===== config.mk =====
export PLATFORM = sky130hd
export DESIGN_NAME = hds_update
export DESIGN_NICKNAME = d
export VERILOG_FILES = /design/src/sv/heat_diffusion_stencil_3x3_assert.svh /design/src/sv/hds_pkg.sv /design/src/sv/hds_update.sv
export SDC_FILE = /design/constraint.sdc
export NUM_CORES = 2
export LEC_CHECK = 0
export BUFFER_PORTS_ARGS = -buffer_cell sky130_fd_sc_hd__buf_2
export CAP_MARGIN = 40
export CORE_MARGIN = 3
export CORE_UTILIZATION = 55
export CTS_BUF_LIST = sky130_fd_sc_hd__clkbuf_4 sky130_fd_sc_hd__clkbuf_8
export DETAILED_ROUTE_END_ITERATION = 6
export PLACE_DENSITY_LB_ADDON = 0.25
export SLEW_MARGIN = 30
export SYNTH_ARGS = -nofsm -noshare
export SYNTH_HDL_FRONTEND = slang
export SYNTH_SLANG_ARGS = --single-unit

===== constraint.sdc =====
create_clock -name i_clk -period 13.5 [get_ports i_clk]
set_input_delay 2.025 -clock i_clk [delete_from_list [all_inputs] [get_ports i_clk]]
set_output_delay 2.025 -clock i_clk [all_outputs]
set_load 0.01 [all_outputs]

===== src/sv/heat_diffusion_stencil_3x3_assert.svh =====
//------------------------------------------------------------------------------
// Assertion macros for the heat diffusion stencil
// Clocked assertion wrappers. Defining NO_ASSERTIONS removes them all.
//------------------------------------------------------------------------------
`ifndef HEAT_DIFFUSION_STENCIL_3X3_ASSERT_SVH
`define HEAT_DIFFUSION_STENCIL_3X3_ASSERT_SVH

`ifndef NO_ASSERTIONS
// Property holds on every edge out of reset.
`define HDS_ASSERT(lbl, clk, rst_n, prop, msg) \
    lbl: assert property (@(posedge clk) disable iff (!rst_n) (prop)) else $error(msg);
// Consequent holds on the edge after the antecedent.
`define HDS_ASSERT_NEXT(lbl, clk, rst_n, ante, cons, msg) \
    lbl: assert property (@(posedge clk) disable iff (!rst_n) (ante) |=> (cons)) \
        else $error(msg);
`else
`define HDS_ASSERT(lbl, clk, rst_n, prop, msg)
`define HDS_ASSERT_NEXT(lbl, clk, rst_n, ante, cons, msg)
`endif

`endif


===== src/sv/hds_pkg.sv =====
//------------------------------------------------------------------------------
// hds_pkg
// Shared types and constants of the heat diffusion stencil.
//------------------------------------------------------------------------------
package hds_pkg;

    localparam int MAX_COLS_DEF = 1024;
    localparam int MAX_ROWS_DEF = 4096;

    localparam int TEMP_W     = 32;           // Q24.8
    localparam int PAIR_W     = TEMP_W + 1;
    localparam int QUAD_W     = TEMP_W + 2;
    localparam int SUM_W      = TEMP_W + 3;   // sum of 8 neighbors
    localparam int GAIN_W     = 16;           // Q0.16
    localparam int PROD_SHIFT = 19;           // mean (1/8) times Q0.16 gain
    localparam int WIN_N      = 6;

    localparam int COLS_W    = 11;
    localparam int ROWS_W    = 13;
    localparam int CFG_W     = 16;
    localparam int CFG_IDX_W = 2;
    localparam int MIN_DIM   = 3;
    localparam int COLS_RST  = 512;
    localparam int ROWS_RST  = 506;
    localparam int GAIN_RST  = 16384;

    localparam logic [CFG_IDX_W-1:0] CFG_COLS = 2'd0;
    localparam logic [CFG_IDX_W-1:0] CFG_ROWS = 2'd1;
    localparam logic [CFG_IDX_W-1:0] CFG_GAIN = 2'd2;

    localparam int OFIFO_DEPTH = 16;

    typedef struct packed {
        logic              mode;
        logic [TEMP_W-1:0] temperature;
    } t_hds_in;

    typedef struct packed {
        logic [TEMP_W-1:0] new_temperature;
        logic              last_of_frame;
    } t_hds_out;

    // Window taps handed from the line buffer to the update pipe
    typedef struct packed {
        logic [3:0][PAIR_W-1:0] pair;
        logic [TEMP_W-1:0]      center;
        logic                   interior;
        logic                   last;
    } t_hds_taps;

endpackage


===== src/sv/hds_update.sv =====
//------------------------------------------------------------------------------
// hds_update
// Diffusion update c + k*(mean - c), adder tree, multiply and final add.
//------------------------------------------------------------------------------
module hds_update (
    input  logic                        i_clk,
    input  logic                        i_rst_n,
    input  logic [hds_pkg::GAIN_W-1:0]  i_gain,
    input  logic                        i_tap_valid,
    input  hds_pkg::t_hds_taps          i_taps,
    output logic                        o_valid,
    output hds_pkg::t_hds_out           o_word
);

    import hds_pkg::*;

    localparam int ProdW = SUM_W + GAIN_W;

    logic                    r_c_valid, r_d_valid, r_e_valid, r_f_valid;
    logic [QUAD_W-1:0]       r_q0, r_q1;
    logic [SUM_W-1:0]        r_sum;
    logic [SUM_W-1:0]        r_diff;
    logic                    r_e_neg, r_f_neg;
    logic [TEMP_W-1:0]       r_delta;
    logic [TEMP_W-1:0]       r_c_cen, r_d_cen, r_e_cen, r_f_cen;
    logic                    r_c_int, r_d_int, r_e_int, r_f_int;
    logic                    r_c_last, r_d_last, r_e_last, r_f_last;

    logic [SUM_W-1:0]        c8;
    logic [ProdW-1:0]        prod;
    logic [TEMP_W-1:0]       res;

    always_ff @(posedge i_clk) begin
        if (!i_rst_n) begin
            r_c_valid <= 1'b0;
            r_d_valid <= 1'b0;
            r_e_valid <= 1'b0;
            r_f_valid <= 1'b0;
        end else begin
            r_c_valid <= i_tap_valid;
            r_d_valid <= r_c_valid;
            r_e_valid <= r_d_valid;
            r_f_valid <= r_e_valid;
        end
    end

    assign c8   = {r_d_cen, 3'b000};
    assign prod = ProdW'(r_diff) * ProdW'(i_gain);

    always_ff @(posedge i_clk) begin
        // C: two quad sums
        r_q0     <= QUAD_W'(i_taps.pair[0]) + QUAD_W'(i_taps.pair[1]);
        r_q1     <= QUAD_W'(i_taps.pair[2]) + QUAD_W'(i_taps.pair[3]);
        r_c_cen  <= i_taps.center;
        r_c_int  <= i_taps.interior;
        r_c_last <= i_taps.last;
        // D: neighbor sum
        r_sum    <= SUM_W'(r_q0) + SUM_W'(r_q1);
        r_d_cen  <= r_c_cen;
        r_d_int  <= r_c_int;
        r_d_last <= r_c_last;
        // E: |sum - 8c| and its sign
        r_e_neg  <= r_sum < c8;
        r_diff   <= (r_sum < c8) ? (c8 - r_sum) : (r_sum - c8);
        r_e_cen  <= r_d_cen;
        r_e_int  <= r_d_int;
        r_e_last <= r_d_last;
        // F: scaled step, truncated toward zero
        r_delta  <= prod[PROD_SHIFT +: TEMP_W];
        r_f_neg  <= r_e_neg;
        r_f_cen  <= r_e_cen;
        r_f_int  <= r_e_int;
        r_f_last <= r_e_last;
    end

    // result stays between c and the mean, no wrap
    assign res = r_f_neg ? (r_f_cen - r_delta) : (r_f_cen + r_delta);

    assign o_valid                = r_f_valid;
    assign o_word.new_temperature = r_f_int ? res : '0;
    assign o_word.last_of_frame   = r_f_last;

endmodule


---- Word-level counts from Yosys, hierarchy flattened ----
Cells that the tools add are included.
word-level totals
  register bits ........................... 312
  output and inout bits ................... 34
  logic and storage cells ................. 35
  bits of input ports ..................... 185
operators by class
  order comparisons ....................... 1
  multiplexer cells ....................... 3
  multiply operators ...................... 1
  add/sub/neg operators ................... 7
operators by type and width
  kind            count
  $sub 35x35->35  2
  $add 33x33->34  2
  $mux 32         2
  $mul 35x16->51  1
  $add 34x34->35  1
  $lt 35x35->1    1
  $mux 35         1
  $add 32x32->32  1
  $sub 32x32->32  1

---- Logic depth before layout (Yosys ltp) ----
  word-level depth ........................ 3
  mapped depth ............................ 26
  depth with buffers taken out ............ 24

---- Worst setup path after synthesis ----
OpenSTA, ideal clock, no wires.
  path kind ............................... input-to-reg
  start point ............................. in i_gain[7] (netlist bit)
  end point ............................... reg r_delta[24]
  setup time .............................. 72 ps
  path slack .............................. 5671 ps
  required time ........................... 13428 ps
  data arrival time ....................... 7757 ps
  path buffers ............................ 3
  cell stages on the path ................. 26
  path through ............................ clkbuf_1 clkbuf_1 nand2_1 fa_1 inv_1 fa_1 inv_1 fa_1 inv_1 fa_1 fa_1 inv_1 fa_1 inv_1 ha_1 o21ai_0 nor2_1 o31ai_1 a21oi_1 nand3b_1 and2_1 a211oi_1 or3_1 clkbuf_1 a41oi_1 xnor2_1
on the way
  cells in the longest elaborated chain, start to end .. 1
ends and longest elaborated chain
  item                  line              RTL
  start, declared       hds_update.sv:8   input logic [hds_pkg::GAIN_W-1:0] i_gain,
  $mul 35x16->51        hds_update.sv:48  assign prod = ProdW'(r_diff) * ProdW'(i_gain);
  via prod[43]          hds_update.sv:30  logic [ProdW-1:0] prod;
  end signal, assigned  hds_update.sv:69  r_delta <= prod[PROD_SHIFT +: TEMP_W];
  end, declared         hds_update.sv:24  logic [TEMP_W-1:0] r_delta;
The timed path passes the listed nets, and every way through them passes these cells.
A chain may end at the register's enable or synchronous reset.

---- Worst setup path after layout ----
Same ends and word-level chain as after synthesis.

==> results.md <==
* Worst endpoint data arrival time at 8.76 ns
* Most common cell after layout, fill and taps aside: inv_1
* Critical path cell sequence: buf_2 > nand2_1 > fa_1 > inv_1 > fa_1 > fa_1 > fa_1 > fa_1 > inv_1 > fa_1 > inv_1 > ha_1 > a21o_1 > a21o_1 > a211oi_1 > o22a_1 > and2_1 > a211oi_1 > or3_1 > a41oi_1 > xnor2_1
* Starting Density at 55.9%
* #FFs+latches synth at 312
* WL/cell at 17.7 um
* MaxCap Viol Count at 0
* TNS Setup at 0 ns
* WP buf/inv at 4
* Share of layout cells above drive strength 1 at 9.07%
* Placed cell areas at 0.0354 sq mm
* Mapped Cells at 3812
* Synth Flop Type: dfxtp_1
* Detail Route Antenna Nets at 0
* Largest area contributor in the netlist: fa_1
* Design Area, Final at 0.0366 sq mm
* Fmax at 122 MHz
* Crit Path Class: input port to register
* Status: complete, no violations
* Worst slew pin tran at 0.880 ns
* Netlist cell types at 92
* Final GP Congestion at 0.944
* Crit-path most repeated cell: fa_1
* Ports at 219
* Residual DRC at 0
* Largest net degree at the start of global routing at 41
* Total Routing Usage GR at 26.8%
* Crit path max-delay family: adder cells
* Total wire length at 84300 um
* First DRT Iteration DRCs at 1543
* Initial antenna violation count at 6
* CORE AREA at 0.0607 sq mm
* Adder-cell share of the synthesized area at 39.0%
* Worst slew margin at 41.2%
* Post-synth ARST share at 0%
* CTS tree: yes
* Syn_nets at 4776
* Maximum fanout along the worst path at 35
* Max Slew Vio Count at 0
* Mean Syn Cell Area at 8.90 sq um
* Most frequent cells in the layout: 607 x inv_1, 466 x nand2_1, 464 x fa_1
* Number of global-route vias before repair at 27100
* Main combinational cell family by area after synthesis: adder cells
* Clk_skew at 0.0550 ns
* DR pass1 iterations at 5
* Nets at 4922
* Util after Layout at 60.3%
* RSZ-0062 raised after global routing: false
* CP Launch Type: input port
* Area share of and/or/nand/nor cells after synthesis at 15.7%
* Post-synthesis compound-gate area fraction at 12.8%
* Cell Area, Synth at 0.0339 sq mm
* Cell Rows at 90
* Post-synthesis xor/xnor area fraction at 5.19%
* Post-CTS Setup Bufs at 0
* Via count at 26200
* Width of the chip at 254 um
* Period Utilization, post-route at 60.9%
* Total die area at 0.0647 sq mm
* Post-synthesis mux area share at 0.453%
* WP data required at 14.05 ns
* GRT overflow at 0
* Cts hold-fix bufs at 0
* Seq/Total Area, Yosys at 18.4%
* Flop-to-flop setup slack at 6.43 ns
* Area growth, synth to finish at 7.91%
* Port bufs at 218
* Final Hold Viols at 0
* Total CTS buffers at 50
* Max clock buf depth at 3
* Slowest cell on the critical path: a211oi_1
* Min-delay worst type: register to register
* Synth top area share at 27.4%
* Fillers at 5369
* Yosys warns at 0
* EDFF count, synth at 0
* Via density at 5.50
* DP HPWL at 66700 um
* Final setup viols at 0
* Crit path capture type: register
* H-tree level count at 2
* Area contributors post-synth: fa_1 27%, dfxtp_1 18%, ha_1 12%
* Highest cell delay on the worst timing path at 0.68 ns
* Later-pin clock latency in the skew report at 0.65 ns
* Worst-path clk slew at 0.06 ns
* Fin crit period at 8.21 ns
* First-pass GRT wire length at 137000 um
* Clk sink count at 312
* Root Driver: clkbuf_8
* Post-CTS sizing at 0
* Die Height at 254 um
## routing by layer
| metal | vias to the layer above | share of wire [%] | track usage [%] |
|---|---|---|---|
| met2 | 821 | 48 | 45.9 |
| met3 | 182 | 6.3 | 4.12 |
| met4 | 8 | 4.3 | 11.6 |
| met5 | - | 0.064 | 0 |
| met1 | 12700 | 41 | 33.9 |
| li1 | 12500 | - | - |
## through the flow
stage | setup WS [ns] | hold WS, ns | instances
after CTS | 5.46 | 0.306 | 4767
final | 5.29 | 0.294 | 4776
after global placement | 4.85 | 0.310 | 4681
after floorplan | 5.67 | 0.310 | 3812
after detailed placement | 4.84 | 0.312 | 4681
after global routing | 4.99 | 0.295 | 4774
## cell usage after synthesis (8+ instances only)
cell / count
and3_1: 23
o21a_1: 25
dfxtp_1: 312
ha_1: 315
a31oi_1: 28
a211oi_1: 29
or3_1: 13
o21ai_0: 110
a21o_1: 109
fa_1: 464
nor2b_1: 31
o21ai_1: 9
nand3_1: 38
inv_1: 607
mux2i_1: 9
a41oi_1: 10
nor3_1: 40
o21bai_1: 25
xnor2_1: 145
nand2_1: 466
nor2_1: 134
clkbuf_1: 121
and2_1: 264
nand4_1: 25
o211ai_1: 11
a21oi_1: 215
xor2_1: 56
o31ai_1: 8
nand2b_1: 19
## registers in the layout, summed over array words and instances, names as in the netlist, 32 cells and up
signal	cells
r_c_cen	32
r_q0	34
r_diff	35
r_q1	34
r_f_cen	32
r_e_cen	32
r_d_cen	32
r_delta	32
r_sum	35
## kinds of logic (layout without fill, tap and decap cells)
kind of cell	Yosys count	in the layout
adder cells (fa/ha/maj)	779	779
flip-flops	312	312
AND/OR/NAND/NOR	1094	1094
other	0	2
multiplexers	14	14
buffers and inverters	744	924
XOR/XNOR	201	201
AO/OA/AOI/OAI	668	668
## path summary, 6_finish.rpt
path / from / end / depth (start not counted)
worst max-delay path: i_gain[7] / r_delta[24]$_DFF_P_ / 21
worst min register to register: r_c_cen[6]$_DFF_P_ / r_d_cen[6]$_DFF_P_ / 0
worst max register to register: r_diff[12]$_DFF_P_ / r_delta[24]$_DFF_P_ / 20
worst min-delay path: r_c_cen[6]$_DFF_P_ / r_d_cen[6]$_DFF_P_ / 0
## final cells by class
type                       count  area [sq um]  area share, %
multi-input combinational   2756         24800           67.7
sequential                   312          6250           17.1
inverter                     608          2280           6.23
timing repair buffer         230          1200           3.29
tap                          782           978           2.67
clock buffer                  70           901           2.46
clock inverter                16           206          0.564
antenna                        2          5.00         0.0137
Power is left out: the tool's default activity adds up to more than one toggle a clock period on the data nets, which glitch-free logic cannot reach.
