==> config.mk <==
export PLATFORM = sky130hd
export DESIGN_NAME = hds_ofifo
export DESIGN_NICKNAME = d
export VERILOG_FILES = /design/src/sv/hds_pkg.sv /design/src/sv/hds_ofifo.sv
export VERILOG_INCLUDE_DIRS = /design/src /design/src/sv
export SDC_FILE = /design/constraint.sdc
export NUM_CORES = 1
export LEC_CHECK = 0
export BUFFER_PORTS_ARGS = -buffer_cell sky130_fd_sc_hd__clkbuf_2
export CORE_UTILIZATION = 25
export DETAILED_ROUTE_END_ITERATION = 7
export HOLD_SLACK_MARGIN = 0.15
export PLACE_DENSITY = 0.45
export SLEW_MARGIN = 15
export SYNTH_ARGS = -nofsm -noshare
export SYNTH_HDL_FRONTEND = slang
export SYNTH_SLANG_ARGS = --single-unit
==> constraint.sdc <==
create_clock -name i_clk -period 4.1 [get_ports i_clk]
set_input_delay 0 -clock i_clk [delete_from_list [all_inputs] [get_ports i_clk]]
set_output_delay 0 -clock i_clk [all_outputs]
set_load 0.1 [all_outputs]
==> src/sv/heat_diffusion_stencil_3x3_assert.svh <==
//------------------------------------------------------------------------------
// Assertion macros for the heat diffusion stencil
// Clocked assertion wrappers. Defining NO_ASSERTIONS removes them all.
//------------------------------------------------------------------------------
`ifndef HEAT_DIFFUSION_STENCIL_3X3_ASSERT_SVH
`define HEAT_DIFFUSION_STENCIL_3X3_ASSERT_SVH

`ifndef NO_ASSERTIONS
// Property holds on every edge out of reset.
`define HDS_ASSERT(lbl, clk, rst_n, prop, msg) \
    lbl: assert property (@(posedge clk) disable iff (!rst_n) (prop)) else $error(msg);
// Consequent holds on the edge after the antecedent.
`define HDS_ASSERT_NEXT(lbl, clk, rst_n, ante, cons, msg) \
    lbl: assert property (@(posedge clk) disable iff (!rst_n) (ante) |=> (cons)) \
        else $error(msg);
`else
`define HDS_ASSERT(lbl, clk, rst_n, prop, msg)
`define HDS_ASSERT_NEXT(lbl, clk, rst_n, ante, cons, msg)
`endif

`endif

==> src/sv/hds_pkg.sv <==
//------------------------------------------------------------------------------
// hds_pkg
// Shared types and constants of the heat diffusion stencil.
//------------------------------------------------------------------------------
package hds_pkg;

    localparam int MAX_COLS_DEF = 1024;
    localparam int MAX_ROWS_DEF = 4096;

    localparam int TEMP_W     = 32;           // Q24.8
    localparam int PAIR_W     = TEMP_W + 1;
    localparam int QUAD_W     = TEMP_W + 2;
    localparam int SUM_W      = TEMP_W + 3;   // sum of 8 neighbors
    localparam int GAIN_W     = 16;           // Q0.16
    localparam int PROD_SHIFT = 19;           // mean (1/8) times Q0.16 gain
    localparam int WIN_N      = 6;

    localparam int COLS_W    = 11;
    localparam int ROWS_W    = 13;
    localparam int CFG_W     = 16;
    localparam int CFG_IDX_W = 2;
    localparam int MIN_DIM   = 3;
    localparam int COLS_RST  = 512;
    localparam int ROWS_RST  = 506;
    localparam int GAIN_RST  = 16384;

    localparam logic [CFG_IDX_W-1:0] CFG_COLS = 2'd0;
    localparam logic [CFG_IDX_W-1:0] CFG_ROWS = 2'd1;
    localparam logic [CFG_IDX_W-1:0] CFG_GAIN = 2'd2;

    localparam int OFIFO_DEPTH = 16;

    typedef struct packed {
        logic              mode;
        logic [TEMP_W-1:0] temperature;
    } t_hds_in;

    typedef struct packed {
        logic [TEMP_W-1:0] new_temperature;
        logic              last_of_frame;
    } t_hds_out;

    // Window taps handed from the line buffer to the update pipe
    typedef struct packed {
        logic [3:0][PAIR_W-1:0] pair;
        logic [TEMP_W-1:0]      center;
        logic                   interior;
        logic                   last;
    } t_hds_taps;

endpackage

==> src/sv/hds_ofifo.sv <==
//------------------------------------------------------------------------------
// hds_ofifo
// Output word queue between the update pipe and the output channel.
//------------------------------------------------------------------------------
`include "heat_diffusion_stencil_3x3_assert.svh"

module hds_ofifo #(
    parameter int DEPTH = hds_pkg::OFIFO_DEPTH
) (
    input  logic              i_clk,
    input  logic              i_rst_n,
    input  logic              i_push,
    input  hds_pkg::t_hds_out i_word,
    input  logic              i_pop,
    output logic              o_valid,
    output hds_pkg::t_hds_out o_word
);

    import hds_pkg::*;

    localparam int PtrW = $clog2(DEPTH);
    localparam int CntW = $clog2(DEPTH + 1);

    t_hds_out        r_mem [DEPTH];
    logic [PtrW-1:0] r_head, r_tail;
    logic [CntW-1:0] r_count;
    logic            pop;

    assign o_valid = r_count != '0;
    assign o_word  = r_mem[r_head];
    assign pop     = o_valid && i_pop;

    always_ff @(posedge i_clk) begin
        if (i_push) begin
            r_mem[r_tail] <= i_word;
        end
    end

    always_ff @(posedge i_clk) begin
        if (!i_rst_n) begin
            r_head  <= '0;
            r_tail  <= '0;
            r_count <= '0;
        end else begin
            if (i_push) begin
                r_tail <= (r_tail == PtrW'(DEPTH - 1)) ? '0 : r_tail + PtrW'(1);
            end
            if (pop) begin
                r_head <= (r_head == PtrW'(DEPTH - 1)) ? '0 : r_head + PtrW'(1);
            end
            case ({i_push, pop})
                2'b10:   r_count <= r_count + CntW'(1);
                2'b01:   r_count <= r_count - CntW'(1);
                default: r_count <= r_count;
            endcase
        end
    end

    `HDS_ASSERT(a_no_overflow, i_clk, i_rst_n, !i_push || r_count < CntW'(DEPTH),
        "word pushed into full output queue")

endmodule

# Word-level counts from Yosys, hierarchy flattened
# Memories as Yosys holds them, arrays and structs flattened. A register that Yosys moved wholly into a read port is not among the register bits.
# Index checks and enable logic that the tools add are counted.
[classes]
add_sub_neg = 4
n_eq_ne = 4
n_mux = 7
reduce_logical = 3
[op_table]
columns = ["operator", "count"]
rows = [
  ["2-to-1 mux 4 bit", 4],
  ["case mux 5 bit (2 select lines)", 1],
  ["adder 4 x 1 -> 4 bit, second input constant", 2],
  ["equality test 4 bit, second input constant", 2],
  ["adder 5 x 1 -> 5 bit, second input constant", 1],
  ["nonzero test 5 bit", 1],
  ["subtractor 5 x 1 -> 5 bit, second input constant", 1],
  ["equality test 2 x 1 -> 1 bit, second input constant", 1],
  ["equality test 2 bit, second input constant", 1],
  ["2-to-1 mux 1 bit", 2],
  ["nonzero test 2 bit", 1],
  ["logical AND 1 bit", 1],
]
[totals]
ff_bits = 13
ram_bits = 528
output_inout_bits = 34
mem_count = 1
[mem_list]
columns = ["memory", "depth", "word_bits", "rd", "rd_clocked_by_memory_dff", "write_ports", "line", "source"]
rows = [
  ["r_mem", 16, 33, 1, 1, 1, "hds_ofifo.sv:24", "t_hds_out r_mem [DEPTH];"],
]

# Longest topological paths before layout
# Gate-level depths: netlist of run 1.
[depth]
depth_word = 4
ltp_mapped = 12
mapped_depth_nobuf = 10

# Worst setup path before layout of run 1
# Ideal clock, no wire load.
[synth_timing]
kind = "reg-to-reg"
start = "register r_count[1]"
end = "register r_count[4]"
t_arrival_ns = 2.711
setup_slack_ns = 1.246
path_stages_with_launch = 12
n_path_buf = 2
path_cell_list = "dfxtp_1 clkbuf_2 or2_2 o41ai_4 inv_1 ha_1 buf_2 xor2_1 ha_1 or4b_2 nand4_1 o311ai_0"
[synth_between]
elab_chain_len = 4
elab_cells_between_ends = 8
[synth_rtl]
columns = ["element", "line", "source"]
rows = [
  ["start: declaration", "hds_ofifo.sv:26", "logic [CntW-1:0] r_count;"],
  ["start signal: assignment", "hds_ofifo.sv:52", "2'b10: r_count <= r_count + CntW'(1);"],
  ["start signal: assignment", "hds_ofifo.sv:53", "2'b01: r_count <= r_count - CntW'(1);"],
  ["start signal: assignment", "hds_ofifo.sv:54", "default: r_count <= r_count;"],
  ["branches (longest 4 deep; another with subtractor 5 x 1 -> 5 bit)", "--", ""],
]
# Several ways; the timed one is not identified.
# A chain may end at the register's enable or synchronous reset.

==> metrics.txt, run 1 <==
CP bufs+invs 2; worst path arrival time 3.16 ns; hpwl dp between 20 and 30 mm; Clock Skews between 0.04 and 0.05 ns; initial antenna violation count 2; core box area ~82000 um2; Post-DRT Antenna Nets 0; Avg Cell Area, Syn roughly 22 um2; min cycle time layout between 3 and 4 ns; RSZ-0062 raised after global routing no; Worst path slowest cell dfxtp_4; CTS clk-pin slew, worst paths 0.06 ns; Hold Path Class primary input to flip-flop; slew of the pin with the lowest slew margin approximately 1.0 ns; FILL cells 7917; Root Buffer clkbuf_16; GPL Wtd Cong between 0.6 and 0.7; CTS Buffer Depth 3; post-CTS setup buffer count 0; # DRC 0; Leak Pwr ~0.0077 uW; grt total ovfl 0; Net Count, Synth between 900 and 1000; Post-synth top flop edfxtp_1; P&R area growth vs syn 19.1%; layout cells sized above 1 between 30 and 40%; Wirelength per Cell 22.9 um; startpoint class of the critical path flip-flop; Yosys cell types 44; cell count after synthesis between 900 and 1000; Clock Latency Late Sink 0.61 ns; Yosys reg bits 545; Reg area 16200 um2; post-synthesis sequential area ratio between 70% and 80%; Cells after DPL 2057; Resize count post-CTS 0; Finished Layout Cells ~2200; TNS Setup 0 ns; CP top delay family flip-flops; Synth top area share approximately three quarters; final WL 50.5 mm; Syn. warnings 0; number of global-route vias before repair approximately 11000; CP required between 4 and 5 ns; final count of hold timing violations 0; fin area roughly 25000 um2; num ports 71; vias post-DR about 10000; Die Width about 290 um; Hold Slack around 0.31 ns; FMAX 316 MHz; initial DRC count between 600 and 700; H-tree depth 2; worst path cell trace buf_4 -> mux4_2 -> a22oi_1 -> nand2_1 -> clkbuf_2; largest cells by area after synthesis edfxtp_1, mux4_2, a22oi_1, dfxtp_1, nand2_1; Final Max Slew Viols 0; CTS Hold Bufs 38; Placed Instance Area between 20000 and 25000 um2; MaxCap Viol Count 0; die footprint about 84000 um2; DRT Pass-1 Iters 5; first-pass GRT wire length ~74 mm; Inserted Diodes 0; multi-input logic area about 4300 um2; CP Class flip-flop to primary output; die height 290 um; Sink Count around 550; ys async rst share 0%; Max IR drop VDD roughly 0.35 mV; Nets about 1100; pwr/cell area a little under 600 nW/um2; Via density around 4.4; CTS tree built; endpoints failing setup 0; Starting Density 25.3%; Tcrit/Tclk final between 70 and 80%; Largest stage delay, worst path approximately 0.87 ns; crit path max fanout 34; post-synth top area cell edfxtp_1; Netlist Area Pre-Place about 21000 um2; Worst setup EP type primary output; slew margin rel. between 30% and 40%; CTS buffer count 60; row cnt between 100 and 150; largest net degree at the start of global routing 46; status finished, final reports clean; number of port buffers 70; EDFF count, synth 528; GR Util All Layers between 10% and 20%
[cells by family (layout without fill, tap and decap cells)]
| logic type | after synthesis | in the layout | share of synthesized area [%] |
|---|---|---|---|
| AOI/OAI and AO/OA | 87 | 87 | 3.15 |
| xor gates and xnor gates | 4 | 4 | 0.169 |
| adders and majority gates | 9 | 9 | 0.542 |
| buffers and inverters | 57 | 258 | 1.40 |
| DFF | 545 | 545 | 77.9 |
| muxes | 135 | 135 | 14.4 |
| and+or+nand+nor | 93 | 93 | 2.35 |
[final timing paths]
check                           cells after the start  slack (ns)            end       start
worst max-delay path                                5        0.94     o_word[29]   flip-flop
worst max register to register                      9        1.06     r_count[4]  r_count[1]
worst min-delay path                                2        0.31  r_mem[15][25]  i_word[25]
worst min register to register                      2        0.55      r_tail[3]   r_tail[3]
[power by group]
part	switching, uW	internal, uW	total, uW
logic	2120	1230	3350
clock network	2160	2740	4900
registers	184	6200	6380
total	4460	10200	14600
[stage by stage]
step                      power, uW  setup WS (ns)  util, %
after floorplan                9150           1.25        -
after global placement         9890           1.08     27.6
after detailed placement       9910           1.08     27.6
after CTS                     14900          0.808     30.2
after global routing          15200          0.714     30.2
final                         14600          0.939     30.2
[state kept, by name, summed over array words and instances (netlist names), named ones only]
| signal | cells |
|---|---|
| r_head | 4 |
| r_tail | 4 |
| r_count | 5 |
| r_mem | 528 |
[routing by layer]
layer | vias to the layer above | share of wire, % | GRT usage [%] | routed length, um
li1 | 4255 | - | - | -
met1 | 5244 | 43 | 15.5 | 21900
met2 | 173 | 51 | 20.7 | 25600
met3 | 75 | 3.6 | 2.01 | 1840
met4 | 4 | 2.2 | 3.50 | 1120
met5 | - | 0.059 | 0 | 30
[placed cells by master (no fill, tap or decap), drive strengths merged, types with 2 or more instances in the layout]
master	netlist	layout
o311ai	2	2
clkbuf	27	149
nand2	38	38
nand4	2	2
buf	23	37
nand3	5	5
nand4b	2	2
and2	20	20
xor2	2	2
dlygate4sd3	0	38
a21oi	4	4
nor2	6	6
edfxtp	528	528
or3	2	2
a21boi	4	4
a22oi	66	66
clkinv	0	23
mux2i	3	3
inv	7	9
nor2b	5	5
mux4	132	132
xnor2	2	2
dfxtp	17	17
o21ai	5	5
ha	9	9
o211ai	2	2
and3	2	2
[worst register-to-register path: stages, from the launching register on]
cell and delay [ns]:
dfxtp_1 0.37, or2_2 0.34, o41ai_4 0.42, inv_1 0.13, ha_1 0.34, xor2_1 0.20, ha_1 0.24, or4b_2 0.62
nand4_1 0.12, o311ai_0 0.13
[final cells by class]
type,instances,area share (%)
timing repair buffer,145,4.43
sequential,545,65.5
clock inverter,27,0.728
tap,1070,5.41
inverter,7,0.106
multi-input combinational,328,17.5
clock buffer,79,6.35
[synth_stat cells, types with 2 or more instances]
library cell	instances
edfxtp_1	528
mux4_2	132
a22oi_1	66
nand2_1	38
clkbuf_1	26
and2_1	20
dfxtp_1	17
buf_2	9
ha_1	9
buf_6	8
inv_1	7
nor2_1	6
buf_1	5
nand3_1	5
nor2b_1	5
o21ai_0	5
a21boi_0	4
a21oi_1	4
mux2i_1	3
and3_1	2
nand4_1	2
nand4b_1	2
o211ai_1	2
o311ai_0	2
or3_1	2
xnor2_1	2
xor2_1	2
Power figures use the tool's default switching activity.
==> run 2, diff against run 1 <==
--- a/config.mk
+++ b/config.mk
@@ -6,6 +6,7 @@
 export SDC_FILE = /design/constraint.sdc
 export NUM_CORES = 1
 export LEC_CHECK = 0
+export ABC_AREA = 1
 export BUFFER_PORTS_ARGS = -buffer_cell sky130_fd_sc_hd__clkbuf_2
 export CORE_UTILIZATION = 25
 export DETAILED_ROUTE_END_ITERATION = 7
==> constraint.sdc (replaced) <==
create_clock -name i_clk -period 3.1 [get_ports i_clk]
set_input_delay 0 -clock i_clk [delete_from_list [all_inputs] [get_ports i_clk]]
set_output_delay 0 -clock i_clk [all_outputs]
set_load 0.1 [all_outputs]
==> run 2 against run 1 <==
Compared with the run above: sequential share of layout area fell by 4.8 points; via count rose by 40%; die area rose by 7.3%; non-clock buffer count rose by 11; combinational power rose by 90%; critical endpoint is now o_word[15]; largest cell class unchanged; core utilization rose by 0.097 points; register-to-register slack got worse by 0.32 ns; worst hold slack improved by 0.035 ns; area after synthesis rose by 7.4%; final cell count rose by 42%; first-iteration DRC count rose by 54%; wire length rose by 13%.
==> metrics.txt, run 2 <==
multiplexer share of the synthesized area 0% (was 14.4%); startpoint class of the critical path flip-flop (unchanged); CP bufs+invs 2 (unchanged); vias post-DR 13700 (was 9751); most frequent cell after synthesis edfxtp_1 (unchanged); Max IR drop VDD 0.522 mV (was 0.351 mV); GR Util All Layers 12.6% (was 12.0%); TNS Setup 0 ns (unchanged); commonest non-fill, non-tap cell in the layout edfxtp_1 (unchanged); post-synthesis sequential area ratio 72.6% (was 77.9%); largest net degree at the start of global routing 101 (was 46); biggest registers after layout r_mem x528, r_count x5 (unchanged); largest cells by area after synthesis edfxtp_1, inv_1, nand3_1, o211ai_1, nand2_1 (was edfxtp_1, mux4_2, a22oi_1, dfxtp_1, nand2_1); initial DRC count 1061 (was 691); Starting Density 25.2% (was 25.3%); num ports 71 (unchanged); CP Class flip-flop to primary output (unchanged); commonest cells in the netlist edfxtp_1, inv_1, nand3_1, nand2_1, a21oi_1 (was edfxtp_1, mux4_2, a22oi_1, nand2_1, clkbuf_1); P_sw 7760 uW (was 4460 uW); Inserted Diodes 0 (unchanged); CP top delay family buffers and inverters (was flip-flops); Post-Synth Simple-Gate Area 8.46% (was 2.35%); Resize count post-CTS 0 (unchanged); most frequent cells in the layout edfxtp_1, inv_1, nand3_1, nand2_1, a21oi_1 (was edfxtp_1, mux4_2, clkbuf_2, a22oi_1, clkbuf_16); Yosys reg bits 545 (unchanged); xor/xnor share of the synthesized area 0.157% (was 0.169%); GPL Wtd Cong 0.723 (was 0.686); FMAX approximately 360 MHz; Net Count, Synth 1843 (was 976); Nets 1952 (was 1133); final count of hold timing violations 0 (unchanged); # DRC 0 (unchanged); Worst path slowest cell dfxtp_4 (unchanged); ys async rst share 0% (unchanged); largest family of logic cells by synthesized area compound AO/OA/AOI/OAI gates (was multiplexers); status finished, final reports clean (unchanged); final core utilization 30.2% (about the same); layout cells sized above 1 12.1% (was 30.1%); core box area 88400 um2 (was 82100 um2); CTS buffer count 59 (was 60); MaxCap Viol Count 0 (unchanged); Largest stage delay, worst path 0.81 ns (was 0.87 ns); endpoints failing setup 0 (unchanged); number of global-route vias before repair 13400 (was 10500); clock share of power 31.8% (was 33.5%); RSZ-0062 raised after global routing no (unchanged); Avg Cell Area, Syn 12.4 um2 (was 22.3 um2); slew margin rel. 47.2% (was 33.1%); Clock Skews 0.0191 ns (was 0.0460 ns); P&R area growth vs syn 19.8% (was 19.1%); max FFs per register 528 (unchanged); die footprint 90500 um2 (was 84300 um2); combinational power share 29.2% (was 22.9%); cell count after synthesis 1797 (was 930); Power Internal 14000 uW (was 10200 uW); worst path arrival time 2.79 ns (was 3.16 ns); compound-cell area share of the yosys netlist 10.8% (was 3.15%); Post-DRT Antenna Nets 0 (unchanged); register share of total power 39.0% (was 43.6%); hpwl dp 31.7 mm (was 28.2 mm); number of port buffers 70 (unchanged); Root Buffer clkbuf_16 (unchanged); CP required 3.10 ns (was 4.10 ns); Leak Pwr 0.00941 uW (was 0.00773 uW); post-synth top area cell edfxtp_1 (unchanged); Synth top area share 71.1% (was 76.3%); final WL 57.2 mm (was 50.5 mm); crit path max fanout 63 (was 34); Sink Count 545 (unchanged); initial antenna violation count 1 (was 2); Post-synth top flop edfxtp_1 (unchanged); Final Max Slew Viols 0 (unchanged); Largest Register r_mem (unchanged); Netlist Area Pre-Place 22300 um2 (was 20800 um2); Worst setup EP type primary output (unchanged); row cnt 109 (was 105); CP most frequent cell nand3_1; Total Power 21700 uW (was 14600 uW); slew of the pin with the lowest slew margin 0.791 ns (was 1.00 ns); Tcrit/Tclk final 90.0%; first-pass GRT wire length 85.8 mm (was 74.2 mm); Via density 4.38 (was 4.43); Syn. warnings 0 (unchanged); CTS clk-pin slew, worst paths 0.06 ns (about the same); Yosys cell types 23 (was 44); worst path cell trace buf_12 -> o211ai_1 -> nand3_1 -> nand3_1 -> nand2_1 -> clkbuf_2 (was buf_4 -> mux4_2 -> a22oi_1 -> nand2_1 -> clkbuf_2); EDFF count, synth 528 (unchanged); min cycle time layout 2.79 ns; Clock Latency Late Sink 0.61 ns (about the same); Adder-Cell Fraction of Synth Area 0.505% (was 0.542%); CTS tree built (unchanged); DRT Pass-1 Iters 5 (unchanged); Wirelength per Cell 18.3 um (was 22.9 um); pwr/cell area 812 nW/um2 (was 591 nW/um2); H-tree depth 2 (unchanged); grt total ovfl 0 (unchanged); die height 301 um (was 290 um); Die Width 301 um (was 290 um); Hold Path Class primary input to flip-flop (unchanged); CTS Buffer Depth 3 (unchanged); Switching Fraction 35.7% (was 30.5%)
run 2: cell types whose count changed after synthesis, moves of 22 or more:
cell	change
nand3_1	+203
a22oi_1	-66
clkbuf_1	+28
a21oi_1	+137
inv_1	+278
nor2_1	+22
o211ai_1	+130
mux4_2	-132
nand2_1	+156
o21ai_0	+134
run 2: final cells by class:
type                       instances  area [um2]
fill                            8898       61600
clock buffer                      67        1530
inverter                         285        1070
multi-input combinational        859        4560
clock inverter                    44         384
tap                             1165        1460
timing repair buffer             156        1520
sequential                       545       16200
run 2: kinds of logic after synthesis:
group	Yosys count
DFF	545
and+or+nand+nor	432
AOI/OAI and AO/OA	414
buffers and inverters	393
adders and majority gates	9
xor gates and xnor gates	4
run 2: worst paths after layout:
| check | slack (ns) | end | cells past startpoint | start |
|---|---|---|---|---|
| worst max-delay path | 0.31 | o_word[15] | 6 | flip-flop |
| worst min register to register | 0.50 | flip-flop | 2 | r_head[3] |
| worst max register to register | 0.74 | r_count[2] | 14 | r_count[1] |
| worst min-delay path | 0.35 | r_count[1] | 4 | i_rst_n |
run 2: power groups by stage:
stage | Sequential [uW] | Combinational, uW | Clock [uW]
2_1_floorplan | 8430 | 4990 | 0
3_3_place_gp | 8630 | 6350 | 0
3_5_place_dp | 8630 | 6380 | 0
4_1_cts | 8480 | 6450 | 7110
5_1_grt | 8500 | 6930 | 7370
6_report | 8470 | 6350 | 6900
run 2: what timing repair did:
action                                 in CTS  in global routing
hold buffers                               38                  0
setup buffers                               0                  0
endpoints found under the hold margin     545                  0
run 2: metal layers:
layer	vias up	routed length, um	GRT usage [%]	share of wire [%]
met4	2	1130	3.25	2.0
met3	85	2280	2.06	4.0
li1	6599	-	-	-
met5	-	17	0	0.030
met1	6724	26200	16.9	46
met2	261	27500	21.2	48
run 2: metrics by stage:
step | instance area (um2) | hold WS [ns] | std cells | setup slack (ns)
after floorplan | 22300 | 0.0989 | 1797 | 0.221
after CTS | 26700 | 0.319 | 3121 | 0.198
after detailed placement | 24400 | 0.376 | 2972 | 0.692
after global routing | 26700 | 0.363 | 3121 | 0.104
final | 26700 | 0.349 | 3121 | 0.309
after global placement | 24400 | 0.359 | 2972 | 0.781
run 2: worst register-to-register path: cells and delay by family, from the launching register on:
family                     cells  cell delay [ns]
xor gates and xnor gates       1             0.17
adders and majority gates      2             0.51
and+or+nand+nor                6             0.62
buffers and inverters          4             0.39
DFF                            1             0.41
AOI/OAI and AO/OA              1             0.14
==> run 3, diff against run 2 <==
--- a/config.mk
+++ b/config.mk
@@ -11,7 +11,6 @@
 export CORE_UTILIZATION = 25
 export DETAILED_ROUTE_END_ITERATION = 7
 export HOLD_SLACK_MARGIN = 0.15
-export PLACE_DENSITY = 0.45
 export SLEW_MARGIN = 15
 export SYNTH_ARGS = -nofsm -noshare
 export SYNTH_HDL_FRONTEND = slang
==> run 3 against run 2 <==
Compared with the run above: first-iteration DRC count decreased by 1.5%; setup slack improved by 0.084 ns; via count decreased by 0.86%; combinational power rose by 6.1%; critical path depth is 1 lower; register-to-register slack better by 0.06 ns; fmax increased by 3.1%; wire length shrank 8.1%; final cell count decreased by 0.38%; sequential cell count is the same; critical path type unchanged.
==> metrics.txt, run 3 (synthesis results as in run 2) <==
CP most frequent cell nand3_1 (unchanged); vias post-DR 13600 (was 13700); H-tree depth 2 (unchanged); RR Startpoint r_count[0] (was r_count[1]); # DRC 0 (unchanged); FILL cells 8934 (was 8898); Leak Pwr 0.00931 uW (was 0.00941 uW); pwr/cell area 800 nW/um2 (was 812 nW/um2); CP Class flip-flop to primary output (unchanged); Starting Density 25.2% (unchanged); Post-DRT Antenna Nets 0 (unchanged); max FFs per register 528 (unchanged); initial antenna violation count 0 (was 1); Hold Path Class primary input to flip-flop (unchanged); CTS buffer count 53 (was 59); crit path max fanout 23 (was 63); GR Util All Layers 11.5% (was 12.6%); Worst path slowest cell dfxtp_4 (unchanged); post-CTS setup buffer count 0 (unchanged); CP top delay family buffers and inverters (unchanged); final count of hold timing violations 0 (unchanged); Power Internal 13500 uW (was 14000 uW); worst path cell trace clkinv_2 -> nand3_1 -> nand3_1 -> nand2_1 -> clkbuf_2 (was buf_12 -> o211ai_1 -> nand3_1 -> nand3_1 -> nand2_1 -> clkbuf_2); CTS Buffer Depth 3 (unchanged); pre-CTS setup slack 0.937 ns (was 0.692 ns); core box area 88400 um2 (unchanged); CP required 3.10 ns (about the same); Reg area 16200 um2 (unchanged); Crit path depth 5 (was 6); multi-input logic area 4560 um2 (unchanged); Max IR drop VDD 0.916 mV (was 0.522 mV); Clock Skews 0.0263 ns (was 0.0191 ns); Wirelength per Cell 16.9 um (was 18.3 um); hpwl dp 31.3 mm (was 31.7 mm); Final Max Slew Viols 0 (unchanged); Inserted Diodes 0 (unchanged); P&R area growth vs syn 19.1% (was 19.8%); Sink Count 545 (unchanged); startpoint class of the critical path flip-flop (unchanged); grt total ovfl 0 (unchanged); largest net degree at the start of global routing 127 (was 101); die height 301 um (unchanged); combinational power share 31.7% (was 29.2%); min-delay src i_rst_n (unchanged); P_sw 7720 uW (was 7760 uW); Resize count post-CTS 0 (unchanged); final WL 52.6 mm (was 57.2 mm); FMAX 369 MHz (was 358 MHz); Switching Fraction 36.3% (was 35.7%); die footprint 90500 um2 (unchanged); layout cells sized above 1 11.2% (was 12.1%); DRT Pass-1 Iters 5 (unchanged); Reg2Reg Setup Slack 0.80 ns (was 0.74 ns); Die Width 301 um (unchanged); number of global-route vias before repair 13200 (was 13400); initial DRC count 1045 (was 1061); Largest stage delay, worst path 0.57 ns (was 0.81 ns); number of port buffers 70 (unchanged); CP bufs+invs 2 (unchanged); hold path depth 4 (unchanged); row cnt 109 (unchanged); MaxCap Viol Count 0 (unchanged); Root Buffer clkbuf_16 (unchanged); hold-critical path endpoint r_count[1] (unchanged); Via density 4.36 (was 4.38); first-pass GRT wire length 79.8 mm (was 85.8 mm); endpoints failing setup 0 (unchanged); biggest registers after layout r_mem x528, r_count x5 (unchanged); Worst Setup Slack, final 0.393 ns (was 0.309 ns); commonest non-fill, non-tap cell in the layout edfxtp_1 (unchanged); clock share of power 28.5% (was 31.8%); CTS clk-pin slew, worst paths 0.06 ns (about the same); Tcrit/Tclk final 87.3% (was 90.0%); TNS Setup 0 ns (unchanged); Largest Register r_mem (unchanged); Worst setup EP type primary output (unchanged); CTS tree built (unchanged); num ports 71 (unchanged); worst path arrival time 2.71 ns (was 2.79 ns); RSZ-0062 raised after global routing no (unchanged); most frequent cells in the layout edfxtp_1, inv_1, nand3_1, nand2_1, a21oi_1 (unchanged); GPL Wtd Cong 0.743 (was 0.723); slew of the pin with the lowest slew margin 0.721 ns (was 0.791 ns); min cycle time layout 2.71 ns (was 2.79 ns); status finished, final reports clean (unchanged); Clock Latency Late Sink 0.61 ns (about the same); register share of total power 39.8% (was 39.0%); Nets 1945 (was 1952); slew margin rel. 51.8% (was 47.2%); reg2reg path depth 9 (was 14)
run 3: cell types whose count changed in the layout (fill, tap and decap cells not counted):
cell        before  now
bufinv_16        5    1
clkbuf_16       60   53
buf_12          32   39
clkbuf_2        58   39
inv_2            2    1
clkinv_4         3    0
clkinv_8         1    2
inv_6            3    1
clkbuf_8         0    3
clkinv_1         8   14
buf_4           28   39
clkinvlp_4       6    2
run 3: how the worst max path moves through the flow:
stage | endpoint | from | slack [ns]
floorplan | r_count[4] | r_count[0] | 0.22
global placement | r_mem[10][10] | r_tail[0] | 0.93
detailed placement | r_mem[10][12] | r_tail[0] | 0.94
CTS | o_word[8] | flip-flop | 0.30
global route | o_word[3] | flip-flop | 0.22
finish | o_word[21] | flip-flop | 0.39
run 3: stage by stage:
step	cell area, um2	hold WS, ns	instances	utilization (%)	power [uW]
final	26600	0.325	3109	30.1	21300
after global routing	26600	0.363	3109	30.1	22200
after CTS	26600	0.323	3109	30.1	21500
after detailed placement	24600	0.352	2971	27.8	15400
after global placement	24600	0.346	2971	27.8	15400
after floorplan	22300	0.0989	1797	-	13400
run 3: area by class of cell:
cell class              instances  area share, %
inverters                     285           4.03
well taps                    1165           5.49
flip-flops and latches        545           61.0
repair buffers                155           6.21
clock inverters                37          0.843
multi-input cells             859           17.2
clock buffers                  63           5.25
run 3: layer usage:
| layer | part of all wire (%) | vias to the layer above | GRT usage, % | wire length (um) |
|---|---|---|---|---|
| li1 | - | 6572 | - | - |
| met1 | 44 | 6577 | 15.4 | 23400 |
| met2 | 49 | 337 | 19.3 | 25600 |
| met3 | 4.9 | 67 | 1.83 | 2570 |
| met4 | 1.9 | 0 | 3.02 | 1010 |
| met5 | 0 | - | 0 | 0 |
run 3: worst register-to-register path, cell delays in order, from the launching register on:
cell	delay, ns
dfxtp_1	0.34
nor2_1	0.13
nand3_1	0.11
nand2_1	0.14
inv_1	0.13
nand3_1	0.09
nand2_1	0.05
dlygate4sd3_1	0.55
a21oi_1	0.12
dlygate4sd3_1	0.58
run 3: power groups by stage:
| stage | Combinational [uW] | Sequential, uW | Clock, uW |
|---|---|---|---|
| 2_1_floorplan | 4990 | 8430 | 0 |
| 3_3_place_gp | 6770 | 8610 | 0 |
| 3_5_place_dp | 6790 | 8620 | 0 |
| 4_1_cts | 6850 | 8460 | 6190 |
| 5_1_grt | 7300 | 8490 | 6460 |
| 6_report | 6740 | 8460 | 6060 |
run 3: what timing repair did:
item,in CTS,in global routing
endpoints found under the setup margin,0,0
hold buffers,38,0
endpoints found under the hold margin,545,0
